$ cat config.mk
export PLATFORM = sky130hd
export DESIGN_NAME = hgbs_fifo_flat
export DESIGN_NICKNAME = d
export VERILOG_FILES = /design/src/hgbs_pkg.sv /design/src/hgbs_rsp_if.sv /design/src/hgbs_fifo.sv /design/src/flat_wrapper.sv
export VERILOG_INCLUDE_DIRS = /design/src /design/src/src
export SDC_FILE = /design/constraint.sdc
export NUM_CORES = 1
export LEC_CHECK = 0
export BUFFER_PORTS_ARGS = -buffer_cell sky130_fd_sc_hd__buf_2
export CAP_MARGIN = 40
export CORE_ASPECT_RATIO = 1.4
export CORE_MARGIN = 1
export CORE_UTILIZATION = 55
export DETAILED_ROUTE_END_ITERATION = 16
export MAX_ROUTING_LAYER = met4
export PLACE_DENSITY = 0.72
export SLEW_MARGIN = 10
export SYNTH_ARGS = -nofsm -noshare
export SYNTH_HDL_FRONTEND = slang
export SYNTH_SLANG_ARGS = --single-unit
export TNS_END_PERCENT = 100
$ cat constraint.sdc
create_clock -name clk -period 6.32 [get_ports clk]
set_input_delay 0.316 -clock clk [delete_from_list [all_inputs] [get_ports clk]]
set_output_delay 0.316 -clock clk [all_outputs]
set_load 0.1 [all_outputs]
$ cat src/height_grid_bilinear_sampler_core_macros.svh
// Assertion macros shared by the height grid sampler RTL.
`ifndef HEIGHT_GRID_BILINEAR_SAMPLER_CORE_MACROS_SVH
`define HEIGHT_GRID_BILINEAR_SAMPLER_CORE_MACROS_SVH

// Check a property on every rising edge of clk outside reset.
`define HGBS_ASSERT(label, prop, msg) \
	label: assert property (@(posedge clk) disable iff (!arst_n) (prop)) else $error(msg);

// Check that a condition never holds outside reset.
`define HGBS_ASSERT_NEVER(label, expr, msg) \
	`HGBS_ASSERT(label, !(expr), msg)

`endif

$ cat src/hgbs_pkg.sv
// Types and constants of the height grid sampler.
`timescale 1ns / 1ps

package hgbs_pkg;

	localparam int COORD_BITS     = 32;
	localparam int FRAC_BITS      = 16;
	localparam int DIM_BITS       = 7;
	localparam int CELL_IDX_BITS  = 12;
	localparam int CFG_INDEX_BITS = 3;
	localparam int CFG_DATA_BITS  = 32;

	// Row * columns + column stays below 2^14 for 7-bit dimensions.
	localparam int ADDR_CALC_BITS = 14;
	// Reciprocal used to reduce an address modulo the store depth.
	localparam int RECIP_SHIFT    = 32;
	localparam int RECIP_BITS     = 33;

	// Result queue depth, a power of two.
	localparam int RSP_FIFO_DEPTH = 16;

	localparam logic OP_WRITE = 1'b0;
	localparam logic OP_QUERY = 1'b1;

	typedef enum logic [CFG_INDEX_BITS-1:0] {
		CFG_ORIGIN_X     = 3'd0,
		CFG_ORIGIN_Z     = 3'd1,
		CFG_INV_CELLSIZE = 3'd2,
		CFG_GRID_COLUMNS = 3'd3,
		CFG_GRID_ROWS    = 3'd4
	} cfg_reg_t;

	typedef struct packed {
		logic signed [COORD_BITS-1:0] height;
		logic                         in_range;
	} rsp_item_t;

endpackage

$ cat src/hgbs_rsp_if.sv
// Response channel: sampled heights.
`timescale 1ns / 1ps

interface hgbs_rsp_if;
	logic               valid;
	logic               ready;
	logic signed [31:0] height;
	logic               in_range;

	modport source (
		output valid, height, in_range,
		input  ready
	);
	modport sink (
		input  valid, height, in_range,
		output ready
	);
endinterface

$ cat src/hgbs_fifo.sv
// Result queue between the sampling pipeline and the response channel.
`timescale 1ns / 1ps
`include "height_grid_bilinear_sampler_core_macros.svh"

module hgbs_fifo import hgbs_pkg::*; (
	input  logic          clk,
	input  logic          arst_n,
	input  logic          push,
	input  rsp_item_t     push_item,
	hgbs_rsp_if.source    rsp
);

	localparam int PtrBits = $clog2(RSP_FIFO_DEPTH);
	localparam int CntBits = $clog2(RSP_FIFO_DEPTH + 1);

	rsp_item_t          mem_q [RSP_FIFO_DEPTH];
	logic [PtrBits-1:0] wr_ptr_q;
	logic [PtrBits-1:0] rd_ptr_q;
	logic [CntBits-1:0] count_q;
	logic               pop;
	rsp_item_t          head;

	assign pop       = rsp.valid && rsp.ready;
	assign head      = mem_q[rd_ptr_q];
	assign rsp.valid = (count_q != '0);
	assign rsp.height   = head.height;
	assign rsp.in_range = head.in_range;

	always_ff @(posedge clk) begin
		if (push) begin
			mem_q[wr_ptr_q] <= push_item;
		end
	end

	always_ff @(posedge clk or negedge arst_n) begin
		if (!arst_n) begin
			wr_ptr_q <= '0;
			rd_ptr_q <= '0;
			count_q  <= '0;
		end else begin
			if (push) begin
				wr_ptr_q <= wr_ptr_q + 1'b1;
			end
			if (pop) begin
				rd_ptr_q <= rd_ptr_q + 1'b1;
			end
			if (push && !pop) begin
				count_q <= count_q + 1'b1;
			end else if (!push && pop) begin
				count_q <= count_q - 1'b1;
			end
		end
	end

	`HGBS_ASSERT_NEVER(a_fifo_overflow, push && !pop && count_q == CntBits'(RSP_FIFO_DEPTH), "result queue overflow")
	`HGBS_ASSERT(a_fifo_ptr_gap, count_q[PtrBits-1:0] == PtrBits'(wr_ptr_q - rd_ptr_q), "result queue pointers disagree with count")

endmodule
$ cat src/flat_wrapper.sv
// flat-port wrapper written by rule: the top's interface ports become plain ports
module hgbs_fifo_flat import hgbs_pkg::*;
  (clk, arst_n, push, push_item, rsp_valid, rsp_height, rsp_in_range, rsp_ready);
  hgbs_rsp_if rsp_i ();
  input  logic clk;
  input  logic arst_n;
  input  logic push;
  input  rsp_item_t push_item;
  output wire logic [$bits(rsp_i.valid)-1:0] rsp_valid;
  output wire logic [$bits(rsp_i.height)-1:0] rsp_height;
  output wire logic [$bits(rsp_i.in_range)-1:0] rsp_in_range;
  input wire logic [$bits(rsp_i.ready)-1:0] rsp_ready;
  assign rsp_valid = rsp_i.valid;
  assign rsp_height = rsp_i.height;
  assign rsp_in_range = rsp_i.in_range;
  assign rsp_i.ready = rsp_ready;
  hgbs_fifo u_core (.clk(clk), .arst_n(arst_n), .push(push), .push_item(push_item), .rsp(rsp_i));
endmodule
; After elaboration in Yosys (flattened, before gate mapping)
; Memory sizes are Yosys's and may differ from the RTL's.
; Index checks and enable logic that the tools add are counted.
[totals]
register_bits = 13
latch_bits = 0
ram_bits = 528
mem_bits_ro = 0
in_bits = 37
out_inout_bits = 34
wordCells = 19
mem_count = 1
[memory_table]
columns = memory, depth, width, read_ports, rd_ports_with_merged_regs, write_ports, line
row1 = u_core.mem_q, 16, 33, 1, 0, 1, hgbs_fifo.sv:16  ; rsp_item_t mem_q [RSP_FIFO_DEPTH];
[classes]
addsub = 4
mul = 0
n_div = 0
magnitude_cmp = 0
eq_ne = 0
n_shift = 0
n_mux = 4
bitwise_logic = 0
n_reduce_logical = 7
[op_table]
columns = op, n
row1 = two-way mux 5 bit, 2
row2 = "adder 4 x 1 -> 4 bit, second input constant", 2
row3 = "adder 5 x 1 -> 5 bit, second input constant", 1
row4 = nonzero test 5 bit, 1
row5 = "subtractor 5 x 1 -> 5 bit, second input constant", 1
row6 = logical AND 1 bit, 3
row7 = logical NOT 1 bit, 2
row8 = two-way mux 1 bit, 2
row9 = nonzero test 2 bit, 1

; Longest topological paths before layout
; Gate-level depths: netlist of the first run.
[depth]
ltp_word = 5
depth_mapped = 10
mapped_depth_nobuf = 10

; Worst setup path after synthesis of the first run
; Ideal clock, no wire load.
[synth_timing]
path_type = register -> register
startpoint = register u_core.wr_ptr_q[0]
endpoint = memory u_core.mem_q[14][0] in the netlist's numbering, enable pin
setup_time_ps = 423
arrival_ps = 2174
required_ps = 5897
setup_slack_ps = 3723
path_stages_with_launch = 5
path_buffers = 0
synth_period_minus_slack_ps = 2597
cell_sequence = dfrtp_1 -> inv_1 -> ha_1 -> nand3_1 -> nor2_1
[synth_lines]
columns = element, line
row1 = from (decl), hgbs_fifo.sv:17  ; logic [PtrBits-1:0] wr_ptr_q;
row2 = from (signal assigned), hgbs_fifo.sv:42  ; wr_ptr_q <= wr_ptr_q + 1'b1;
row3 = to (decl), hgbs_fifo.sv:16
; No word-level cell before the write port.

; Worst setup path in the final report of the first run
[layout_timing]
startpoint = register u_core.rd_ptr_q[1]
endpoint = output port rsp_height[14]
[layout_between]
elab_chain_len = 1
[layout_rtl]
columns = element, line
row1 = from (decl), hgbs_fifo.sv:18  ; logic [PtrBits-1:0] rd_ptr_q;
row2 = from (signal assigned), hgbs_fifo.sv:45  ; rd_ptr_q <= rd_ptr_q + 1'b1;
row3 = memory read (16 x 33 bit), n/a
row4 = to (decl), flat_wrapper.sv:10  ; output wire logic [$bits(rsp_i.height)-1:0] rsp_height;
; No other way between the ends.

==> results of run 1 <==
-- layout make-up --
cell class / count / area (um^2)
inverter: 6 / 22.5
tap: 522 / 653
fill: 2608 / 14700
sequential: 541 / 16200
timing repair buffer: 95 / 586
multi-input combinational: 431 / 4670
antenna: 3 / 7.51
clock buffer: 63 / 1340
clock inverter: 22 / 270
-- where the power goes --
part	switching (mW)	total (mW)	internal (mW)
clock network	1.24	2.97	1.73
registers	0.197	4.52	4.32
logic	3.49	4.82	1.33
total	4.92	12.3	7.39
-- flip-flops by register name (all words and copies together) (netlist names) --
| name | flops |
|---|---|
| u_core.rd_ptr_q | 4 |
| u_core.count_q | 5 |
| u_core.wr_ptr_q | 4 |
| u_core.mem_q | 528 |
-- routing by layer --
metal  vias to the layer above  routed length (um)  GRT usage (%)
li1                       4492                   -              -
met3                        72                2380           3.36
met1                      5323               17100           29.3
met2                       326               22700           38.6
met5                         -                   0              -
met4                         0                1010           6.89
-- critical path, delay by kind of cell, from the launching register on --
| kind | cells | cell delay, ns |
|---|---|---|
| and+or+nand+nor | 2 | 0.88 |
| AOI/OAI and AO/OA | 2 | 0.50 |
| buffers and inverters | 3 | 1.37 |
| DFF | 1 | 0.62 |
-- worst max-delay path by stage --
stage / from / to / slack, ns / depth (start not counted)
3_3_place_gp: u_core.rd_ptr_q[1] / rsp_height[17] / 2.52 / 6
5_1_grt: u_core.rd_ptr_q[1] / rsp_height[17] / 1.86 / 7
6_report: u_core.rd_ptr_q[1] / rsp_height[14] / 2.01 / 7
4_1_cts: u_core.rd_ptr_q[1] / rsp_height[14] / 1.97 / 7
3_5_place_dp: u_core.rd_ptr_q[1] / rsp_height[17] / 2.58 / 7
2_1_floorplan: u_core.wr_ptr_q[0] / u_core.mem_q[14][0] / 3.72 / 4
-- cells in the mapped netlist, types with 6 or more instances --
cell type / instances / area share (%)
buf_12: 12 / 1.1
edfxtp_1: 528 / 74
a221oi_1: 33 / 1.4
buf_2: 11 / 0.26
nand2_1: 40 / 0.70
a221oi_2: 33 / 2.3
mux2i_1: 133 / 6.2
ha_1: 9 / 0.53
and3_1: 6 / 0.18
o21ai_0: 34 / 0.80
a22oi_1: 33 / 1.2
nor2_1: 8 / 0.14
inv_1: 6 / 0.11
buf_6: 14 / 0.74
and2_1: 9 / 0.26
clkbuf_1: 16 / 0.28
xnor2_1: 7 / 0.29
mux4_2: 66 / 6.9
dfrtp_1: 13 / 1.5
-- cells in the final DEF (no fill, tap or decap), types with 3 or more instances in the layout --
master / count
a221oi_1: 33
a221oi_2: 33
a22oi_1: 33
and2_2: 9
and3_2: 4
buf_2: 70
buf_4: 21
bufinv_16: 6
clkbuf_1: 8
clkbuf_16: 49
clkbuf_8: 6
clkinv_1: 6
clkinv_2: 4
clkinvlp_4: 4
dfrtp_1: 10
diode_2: 3
edfxtp_1: 528
ha_1: 9
inv_1: 5
mux2i_1: 133
mux4_2: 66
nand2_1: 40
nand3_1: 3
nor2_1: 5
nor2_4: 3
o21ai_0: 34
xnor2_1: 7
xor2_1: 3
-- logic make-up after synthesis --
group / share of synthesized area (%)
DFF: 75.6
muxes: 13.3
AOI/OAI and AO/OA: 5.82
and+or+nand+nor: 1.51
buffers and inverters: 2.77
xor gates and xnor gates: 0.409
adders and majority gates: 0.620
-- timing repair --
| action | in CTS | in global routing |
|---|---|---|
| hold buffers | 1 | 0 |
| endpoints found under the setup margin | 0 | 0 |
| hold endpoints to repair | 13 | 0 |
-- per-stage QoR --
stage / hold slack, ns / setup slack, ns / power, mW / utilization, % / cells
2_1_floorplan: 0.0204 / 3.72 / 8.66 / - / 1038
3_3_place_gp: 0.228 / 2.52 / 9.37 / 57.5 / 1592
3_5_place_dp: 0.227 / 2.58 / 9.45 / 57.6 / 1594
4_1_cts: 0.0970 / 1.97 / 12.4 / 61.8 / 1680
5_1_grt: 0.111 / 1.86 / 12.8 / 61.8 / 1683
6_report: 0.126 / 2.01 / 12.3 / 61.8 / 1683
==> qor.txt, run 1 <==
Layout Nets -> 1,169
Max Cap Violations -> 0
Fmax achieved -> 232 MHz
Final hold vios -> 0
Hold Crit Depth -> 1
Global placer's final weighted congestion -> 0.724
Final setup viols -> 0
R2R setup slack -> 3.72 ns
Synthesized net count -> 1,085
Worst-path maximum fanout -> 52
Vias per cell -> 6.07
Initial antenna violation count -> 3
Worst-path cell chain -> buf_16 -> nor2b_4 -> buf_4 -> a221oi_1 -> a22oi_1 -> nand2_1 -> buf_2
Cells after synthesis -> 1,038
Die area -> 39,700 um^2
Yosys reg bits -> 541
Critical Path Slowest Stage Cell -> buf_4
TNS Setup -> 0 ns
Mapped Avg Cell Area -> 20.6 um^2
Area Overhead vs Synth -> 10.9%
Reg2Reg Capture Point -> u_core.count_q[4]
WS Path Type -> reg2out
Worst r2r src -> u_core.count_q[0]
Async S/R FF share, synth -> 2.40%
Setup Skew -> 0.0127 ns
Latest clock arrival within the worst-skew pair -> 0.57 ns
Routed Wire Length -> 43.3 mm
Sequential-to-total area share from yosys stat -> 75.6%
Number of global-route vias before repair -> 10,445
Clk buf depth -> 3
Drt drc -> 0
ANT nets after route -> 0
Power per Cell Area -> 519 nW/um^2
Die span in x -> 169 um
Fin crit period -> 4.31 ns
CTS Buf Count -> 47
Final Instance Area -> 23,700 um^2
Hold/Removal Path Class -> in2reg
WL/cell -> 25.7 um
Maximum vdd drop -> 0.464 mV
TritonCTS clock tree -> yes
Boundary Pins -> 71
Setup Buffers After CTS -> 0
Hold endpoint -> u_core.mem_q[3][13]
Post-synth cell types -> 34
RSZ-0062 raised after global routing -> false
CP arrival -> 4.00 ns
Status -> finished clean
Grt ovf -> 0
Least-Margin Pin Slew -> 0.983 ns
Largest net degree at the start of global routing -> 128
DRT iter0 DRCs -> 927
Number of synthesized flops with an enable pin -> 528
Htree depth -> 2
Total clock sinks -> 541
Post-detail-place hpwl -> 21.6 mm
CTS Root Cell -> clkbuf_16
Worst path max stage delay -> 0.77 ns
Reg clk slew, reported paths -> 0.07 ns
Dpl cell area -> 22,100 um^2
Mapped Area -> 21,400 um^2
Required @ worst endpoint -> 6.00 ns
Slew HR -> 34.5%
Chip height -> 235 um
Nature of the critical path startpoint -> register
Synth warnings -> 0
Core Region -> 38,400 um^2
Hold_sp -> push_item[13]
Crit. End Element -> primary output
Crit share post-route -> 68.2%
Drt pass-1 iters -> 5
Num rows -> 85
Fin. max-slew vios -> 0
CTS resizes -> 0
Gr usage total -> 23.0%
Leakage -> 8.01 nW
Via Count -> 10,213
Prevailing post-synth register cell -> edfxtp_1
Reg2reg path depth -> 10
Layout cell share with drive strength beyond 1 -> 24.7%
Port-buffer cells -> 70
First-pass GRT wire length -> 64.5 mm
Initial Utilization -> 55.7%
Power figures use the tool's default switching activity.
==> run 2, diff against run 1 <==
--- a/config.mk
+++ b/config.mk
@@ -13,7 +13,7 @@
 export CORE_UTILIZATION = 55
 export DETAILED_ROUTE_END_ITERATION = 16
 export MAX_ROUTING_LAYER = met4
-export PLACE_DENSITY = 0.72
+export PLACE_DENSITY = 0.75
 export SLEW_MARGIN = 10
 export SYNTH_ARGS = -nofsm -noshare
 export SYNTH_HDL_FRONTEND = slang
==> constraint.sdc (replaced) <==
create_clock -name clk -period 3.8 [get_ports clk]
set_input_delay 0.19 -clock clk [delete_from_list [all_inputs] [get_ports clk]]
set_output_delay 0.19 -clock clk [all_outputs]
set_load 0.1 [all_outputs]
==> run 2 against run 1 <==
Via count grew 2.6%. Sequential power grew 67%. The run now ends with DRC left. Largest power group unchanged. Combinational power grew 69%. Sequential cell count is the same.
==> qor.txt, run 2 (same netlist as run 1, synthesis figures left out) <==
Least-Margin Pin Slew -> 0.851 ns
Worst r2r src -> u_core.count_q[0]
Via Count -> 10,475
Final Instance Area -> 24,200 um^2
Psw -> 8.26 mW
Initial Utilization -> 55.7%
CTS resizes -> 0
Worst path bufs/invs -> 2
Drt drc -> 4
TritonCTS clock tree -> yes
Top delay family on crit path -> flip-flops
Number of global-route vias before repair -> 11,099
Reg2Reg Capture Point -> u_core.count_q[4]
Int Pwr -> 12.4 mW
Dpl ws -> 1.05 ns
Crit path launch -> u_core.rd_ptr_q[0]
Post-detail-place hpwl -> 24.6 mm
Core Region -> 38,400 um^2
Layout cell share with drive strength beyond 1 -> 25.0%
CTS Root Cell -> clkbuf_16
Final setup viols -> 0
Failing checks -> DRC
Maximum vdd drop -> 0.970 mV
Crit share post-route -> 87.7%
GR Util met3 -> 3.58%
Initial antenna violation count -> 2
Hold/Removal Path Class -> in2reg
DRT iter0 DRCs -> 985
Clk network pwr share -> 23.8%
GRT met1 Usage -> 29.8%
Port-buffer cells -> 70
Clk buf depth -> 3
Reg power frac -> 36.7%
Max Cap Violations -> 0
Reg2reg path depth -> 10
Nature of the critical path startpoint -> register
PnR worst setup slack -> 0.467 ns
WP depth -> 6
Worst setup path endpoint -> rsp_height[10]
CP arrival -> 3.14 ns
Layout Nets -> 1,209
Busiest layer in global routing -> met2
Worst-path maximum fanout -> 49
Global placer's final weighted congestion -> 0.721
Final hold vios -> 0
Top Registers -> u_core.mem_q (528), u_core.count_q (5)
Largest register by flop count -> u_core.mem_q
Latest clock arrival within the worst-skew pair -> 0.56 ns
Die area -> 39,700 um^2
Worst-path cell chain -> buf_12 -> mux2i_1 -> a221oi_1 -> o21ai_0 -> nand2_1 -> buf_2
WL/cell -> 25.5 um
Final Util -> 62.9%
Routed Wire Length -> 44.0 mm
Gr usage total -> 23.5%
TNS Setup -> 0 ns
WS Path Type -> reg2out
Fin. max-slew vios -> 0
Htree depth -> 2
First-pass GRT wire length -> 66.8 mm
Switching part of the total power -> 40.1%
CTS Buf Count -> 46
Reg clk slew, reported paths -> 0.07 ns
Fmax achieved -> 300 MHz
Commonest non-fill, non-tap cell in the layout -> edfxtp_1
Dpl cell area -> 22,300 um^2
Power per Cell Area -> 853 nW/um^2
Boundary Pins -> 71
Critical Path Slowest Stage Cell -> dfrtp_4
Most frequent cells in the layout -> edfxtp_1 (528), mux2i_1 (133), buf_2 (70), mux4_2 (66), clkbuf_16 (49)
Crit. End Element -> primary output
Grt ovf -> 0
Area Overhead vs Synth -> 12.9%
Vias per cell -> 6.08
Leakage -> 8.22 nW
RSZ-0062 raised after global routing -> false
Total clock sinks -> 541
Setup Skew -> 0.00955 ns
GR Util met2 -> 39.5%
Chip height -> 235 um
Status -> complete, but fails checks
Required @ worst endpoint -> 3.61 ns
Largest net degree at the start of global routing -> 50
R2R setup slack -> 1.20 ns
ANT nets after route -> 0
Drt pass-1 iters -> 11
Num rows -> 85
Max FFs per register -> 528
Power share of the combinational group -> 39.5%
Die span in x -> 169 um
Slew HR -> 43.3%
Fin crit period -> 3.33 ns
Worst path max stage delay -> 0.85 ns
run 2: cell count changes in the layout (fill, tap and decap cells not counted), sizes merged, moves of 2 or more:
cell	before	now
dlygate4sd3	1	28
buf	94	108
clkinv	10	18
clkbuf	63	57
inv	8	6
run 2: routing by layer:
layer  share of wire, %  vias up  wire, um
met2                 53      352     23400
met4                2.2        0       958
met1                 39     5480     17200
met5                  0        -         0
li1                   -     4566         -
met3                5.4       77      2390
run 2: power groups by stage:
stage	Combinational, mW	Clock, mW	Sequential [mW]
2_1_floorplan	6.98	0	7.43
6_report	8.14	4.91	7.57
5_1_grt	8.56	5.20	7.61
3_3_place_gp	8.00	0	7.66
3_5_place_dp	8.16	0	7.70
4_1_cts	8.21	4.97	7.57
run 2: how the worst min path moves through the flow:
stage | cells past startpoint | from | slack (ns) | end
after CTS | 1 | push_item[2] | 0.0005 | u_core.mem_q[1][2]
final | 1 | push_item[2] | 0.02 | u_core.mem_q[1][2]
after floorplan | 0 | arst_n | -0.11 | u_core.count_q[0]
after global placement | 1 | arst_n | 0.11 | u_core.count_q[0]
after detailed placement | 1 | arst_n | 0.11 | u_core.wr_ptr_q[2]
after global routing | 1 | push_item[30] | 0.01 | u_core.mem_q[1][30]
run 2: repair_timing:
action,4_1_cts,5_1_grt
hold buffers,28,0
endpoints found under the hold margin,396,0
buffers inserted,0,0
run 2: area by class of cell:
| cell class | count | area [um^2] |
|---|---|---|
| Multi-Input combinational cell | 431 | 4670 |
| Fill cell | 2550 | 14200 |
| Sequential cell | 541 | 16200 |
| Clock inverter | 29 | 324 |
| Tap cell | 522 | 653 |
| Clock buffer | 57 | 1270 |
| Timing Repair Buffer | 136 | 1040 |
| Antenna cell | 2 | 5.00 |
| Inverter | 6 | 22.5 |
run 2: per-stage QoR:
step	std cells	power, mW	hold slack (ns)
2_1_floorplan	1038	14.4	-0.106
6_report	1724	20.6	0.0190
3_5_place_dp	1608	15.9	0.114
5_1_grt	1724	21.4	0.0103
3_3_place_gp	1603	15.7	0.108
4_1_cts	1722	20.8	0.000529
==> run 3, diff against run 2 <==
--- a/config.mk
+++ b/config.mk
@@ -11,6 +11,7 @@
 export CORE_ASPECT_RATIO = 1.4
 export CORE_MARGIN = 1
 export CORE_UTILIZATION = 55
+export CTS_BUF_LIST = sky130_fd_sc_hd__clkbuf_16
 export DETAILED_ROUTE_END_ITERATION = 16
 export MAX_ROUTING_LAYER = met4
 export PLACE_DENSITY = 0.75
==> run 3 against run 2 <==
The run still ends with DRC left. Die area did not move. Global-route usage barely moved. Power fell by 0.12%. Clock-buffer cell count fell by 8. First-iteration DRC count fell by 1.8%. Critical path type unchanged. Largest power group unchanged.
==> qor.txt, run 3 (same netlist as run 1, synthesis figures left out) <==
Nature of the critical path startpoint -> register
Commonest non-fill, non-tap cell in the layout -> edfxtp_1
Reg clk slew, reported paths -> 0.07 ns
Htree depth -> 2
Via Count -> 10,471
DRT iter0 DRCs -> 967
Dpl cell area -> 22,300 um^2
CP arrival -> 3.15 ns
Core Region -> 38,400 um^2
Maximum vdd drop -> 0.969 mV
Global placer's final weighted congestion -> 0.721
Power per Cell Area -> 853 nW/um^2
TritonCTS clock tree -> yes
Crit. End Element -> primary output
Die area -> 39,700 um^2
Chip height -> 235 um
Final hold vios -> 0
Most frequent cells in the layout -> edfxtp_1 (528), mux2i_1 (133), buf_2 (70), mux4_2 (66), clkbuf_16 (49)
Area Overhead vs Synth -> 12.9%
Routed Wire Length -> 44.1 mm
Fin. max-slew vios -> 0
Fmax achieved -> 299 MHz
Int Pwr -> 12.3 mW
CTS Buf Count -> 46
Gr usage total -> 23.5%
Crit share post-route -> 87.9%
Num rows -> 85
Worst r2r src -> u_core.count_q[0]
Setup Skew -> 0.00980 ns
Drt pass-1 iters -> 11
Boundary Pins -> 71
Hold slack -> 0.0160 ns
Status -> complete, but fails checks
Grt ovf -> 0
Reg power frac -> 36.8%
RSZ-0062 raised after global routing -> false
Port-buffer cells -> 70
Failing checks -> DRC
First-pass GRT wire length -> 66.8 mm
CTS Root Cell -> clkbuf_16
Top Registers -> u_core.mem_q (528), u_core.count_q (5)
WS Path Type -> reg2out
Required @ worst endpoint -> 3.61 ns
Power share of the combinational group -> 39.5%
Fin crit period -> 3.34 ns
Vias per cell -> 6.07
Switching part of the total power -> 40.2%
Initial antenna violation count -> 2
Hold/Removal Path Class -> in2reg
Latest clock arrival within the worst-skew pair -> 0.56 ns
Layout Nets -> 1,209
Hold_sp -> push_item[2]
Dpl ws -> 1.05 ns
Max Cap Violations -> 0
Clk network pwr share -> 23.7%
Largest net degree at the start of global routing -> 50
Layout cell share with drive strength beyond 1 -> 24.9%
Max FFs per register -> 528
Initial Utilization -> 55.7%
Leakage -> 8.24 nW
Number of global-route vias before repair -> 11,100
Clk buf depth -> 3
Post-detail-place hpwl -> 24.6 mm
Total clock sinks -> 541
Die span in x -> 169 um
Final setup viols -> 0
Largest register by flop count -> u_core.mem_q
PnR worst setup slack -> 0.460 ns
Slew HR -> 43.1%
ANT nets after route -> 0
TNS Setup -> 0 ns
Final Instance Area -> 24,200 um^2
Worst-path maximum fanout -> 49
Psw -> 8.27 mW
CTS resizes -> 0
Crit path launch -> u_core.rd_ptr_q[0]
Least-Margin Pin Slew -> 0.854 ns
Fillers -> 2,551
Drt drc -> 4
WL/cell -> 25.6 um
==> run 3: cell count changes in the layout (fill, tap and decap cells not counted), sizes merged <==
cell    change
inv         +7
clkbuf      -8
clkinv      +1
==> run 3: path summary, 6_finish.rpt <==
kind,slack (ns),depth (start not counted),end
min in group asynchronous,0.06,2,u_core.count_q[4]
max in group asynchronous,3.45,2,u_core.rd_ptr_q[0]
setup / recovery,0.46,6,rsp_height[10]
setup reg to reg,1.20,10,u_core.count_q[4]
hold reg to reg,0.49,1,u_core.count_q[4]
hold / removal,0.02,1,u_core.mem_q[1][2]
==> run 3: power groups by stage <==
stage	combinational, mW	clock (mW)	sequential [mW]
after floorplan	6.98	0	7.43
after global placement	8.00	0	7.66
after detailed placement	8.16	0	7.70
after CTS	8.21	4.93	7.57
after global routing	8.56	5.16	7.61
final	8.14	4.88	7.57
==> run 3: area by class of cell <==
class                   count  area (um^2)  share of cell area [%]
well taps                 522          653                    2.70
diodes                      2         5.00                  0.0207
flip-flops and latches    541        16200                    67.0
multi-input cells         431         4670                    19.3
repair buffers            136         1040                    4.29
inverters                   6         22.5                  0.0932
clock buffers              49         1230                    5.08
clock inverters            37          354                    1.47
==> run 3: worst max-delay path, stage by stage (launching register included) <==
cell and delay [ns]:
dfrtp_4 0.85, buf_12 0.40, mux2i_1 0.14, a221oi_1 0.46, o21ai_0 0.16, nand2_1 0.10, buf_2 0.42
==> run 3: stage by stage <==
step	power [mW]	cells	utilization, %
2_1_floorplan	14.4	1038	-
4_1_cts	20.7	1722	62.9
6_report	20.6	1724	62.9
5_1_grt	21.3	1724	62.9
3_3_place_gp	15.7	1603	57.8
3_5_place_dp	15.9	1608	58.1
==> run 3: metal layers <==
metal,global-route usage [%],share of wire (%)
met2,39.5,53
met4,6.94,2.2
met5,-,0
met1,29.8,40
met3,3.58,5.0
==> run 3: repair_timing <==
action,in CTS,in global routing
endpoints found under the hold margin,396,0
hold buffers,28,0
setup buffers,0,0
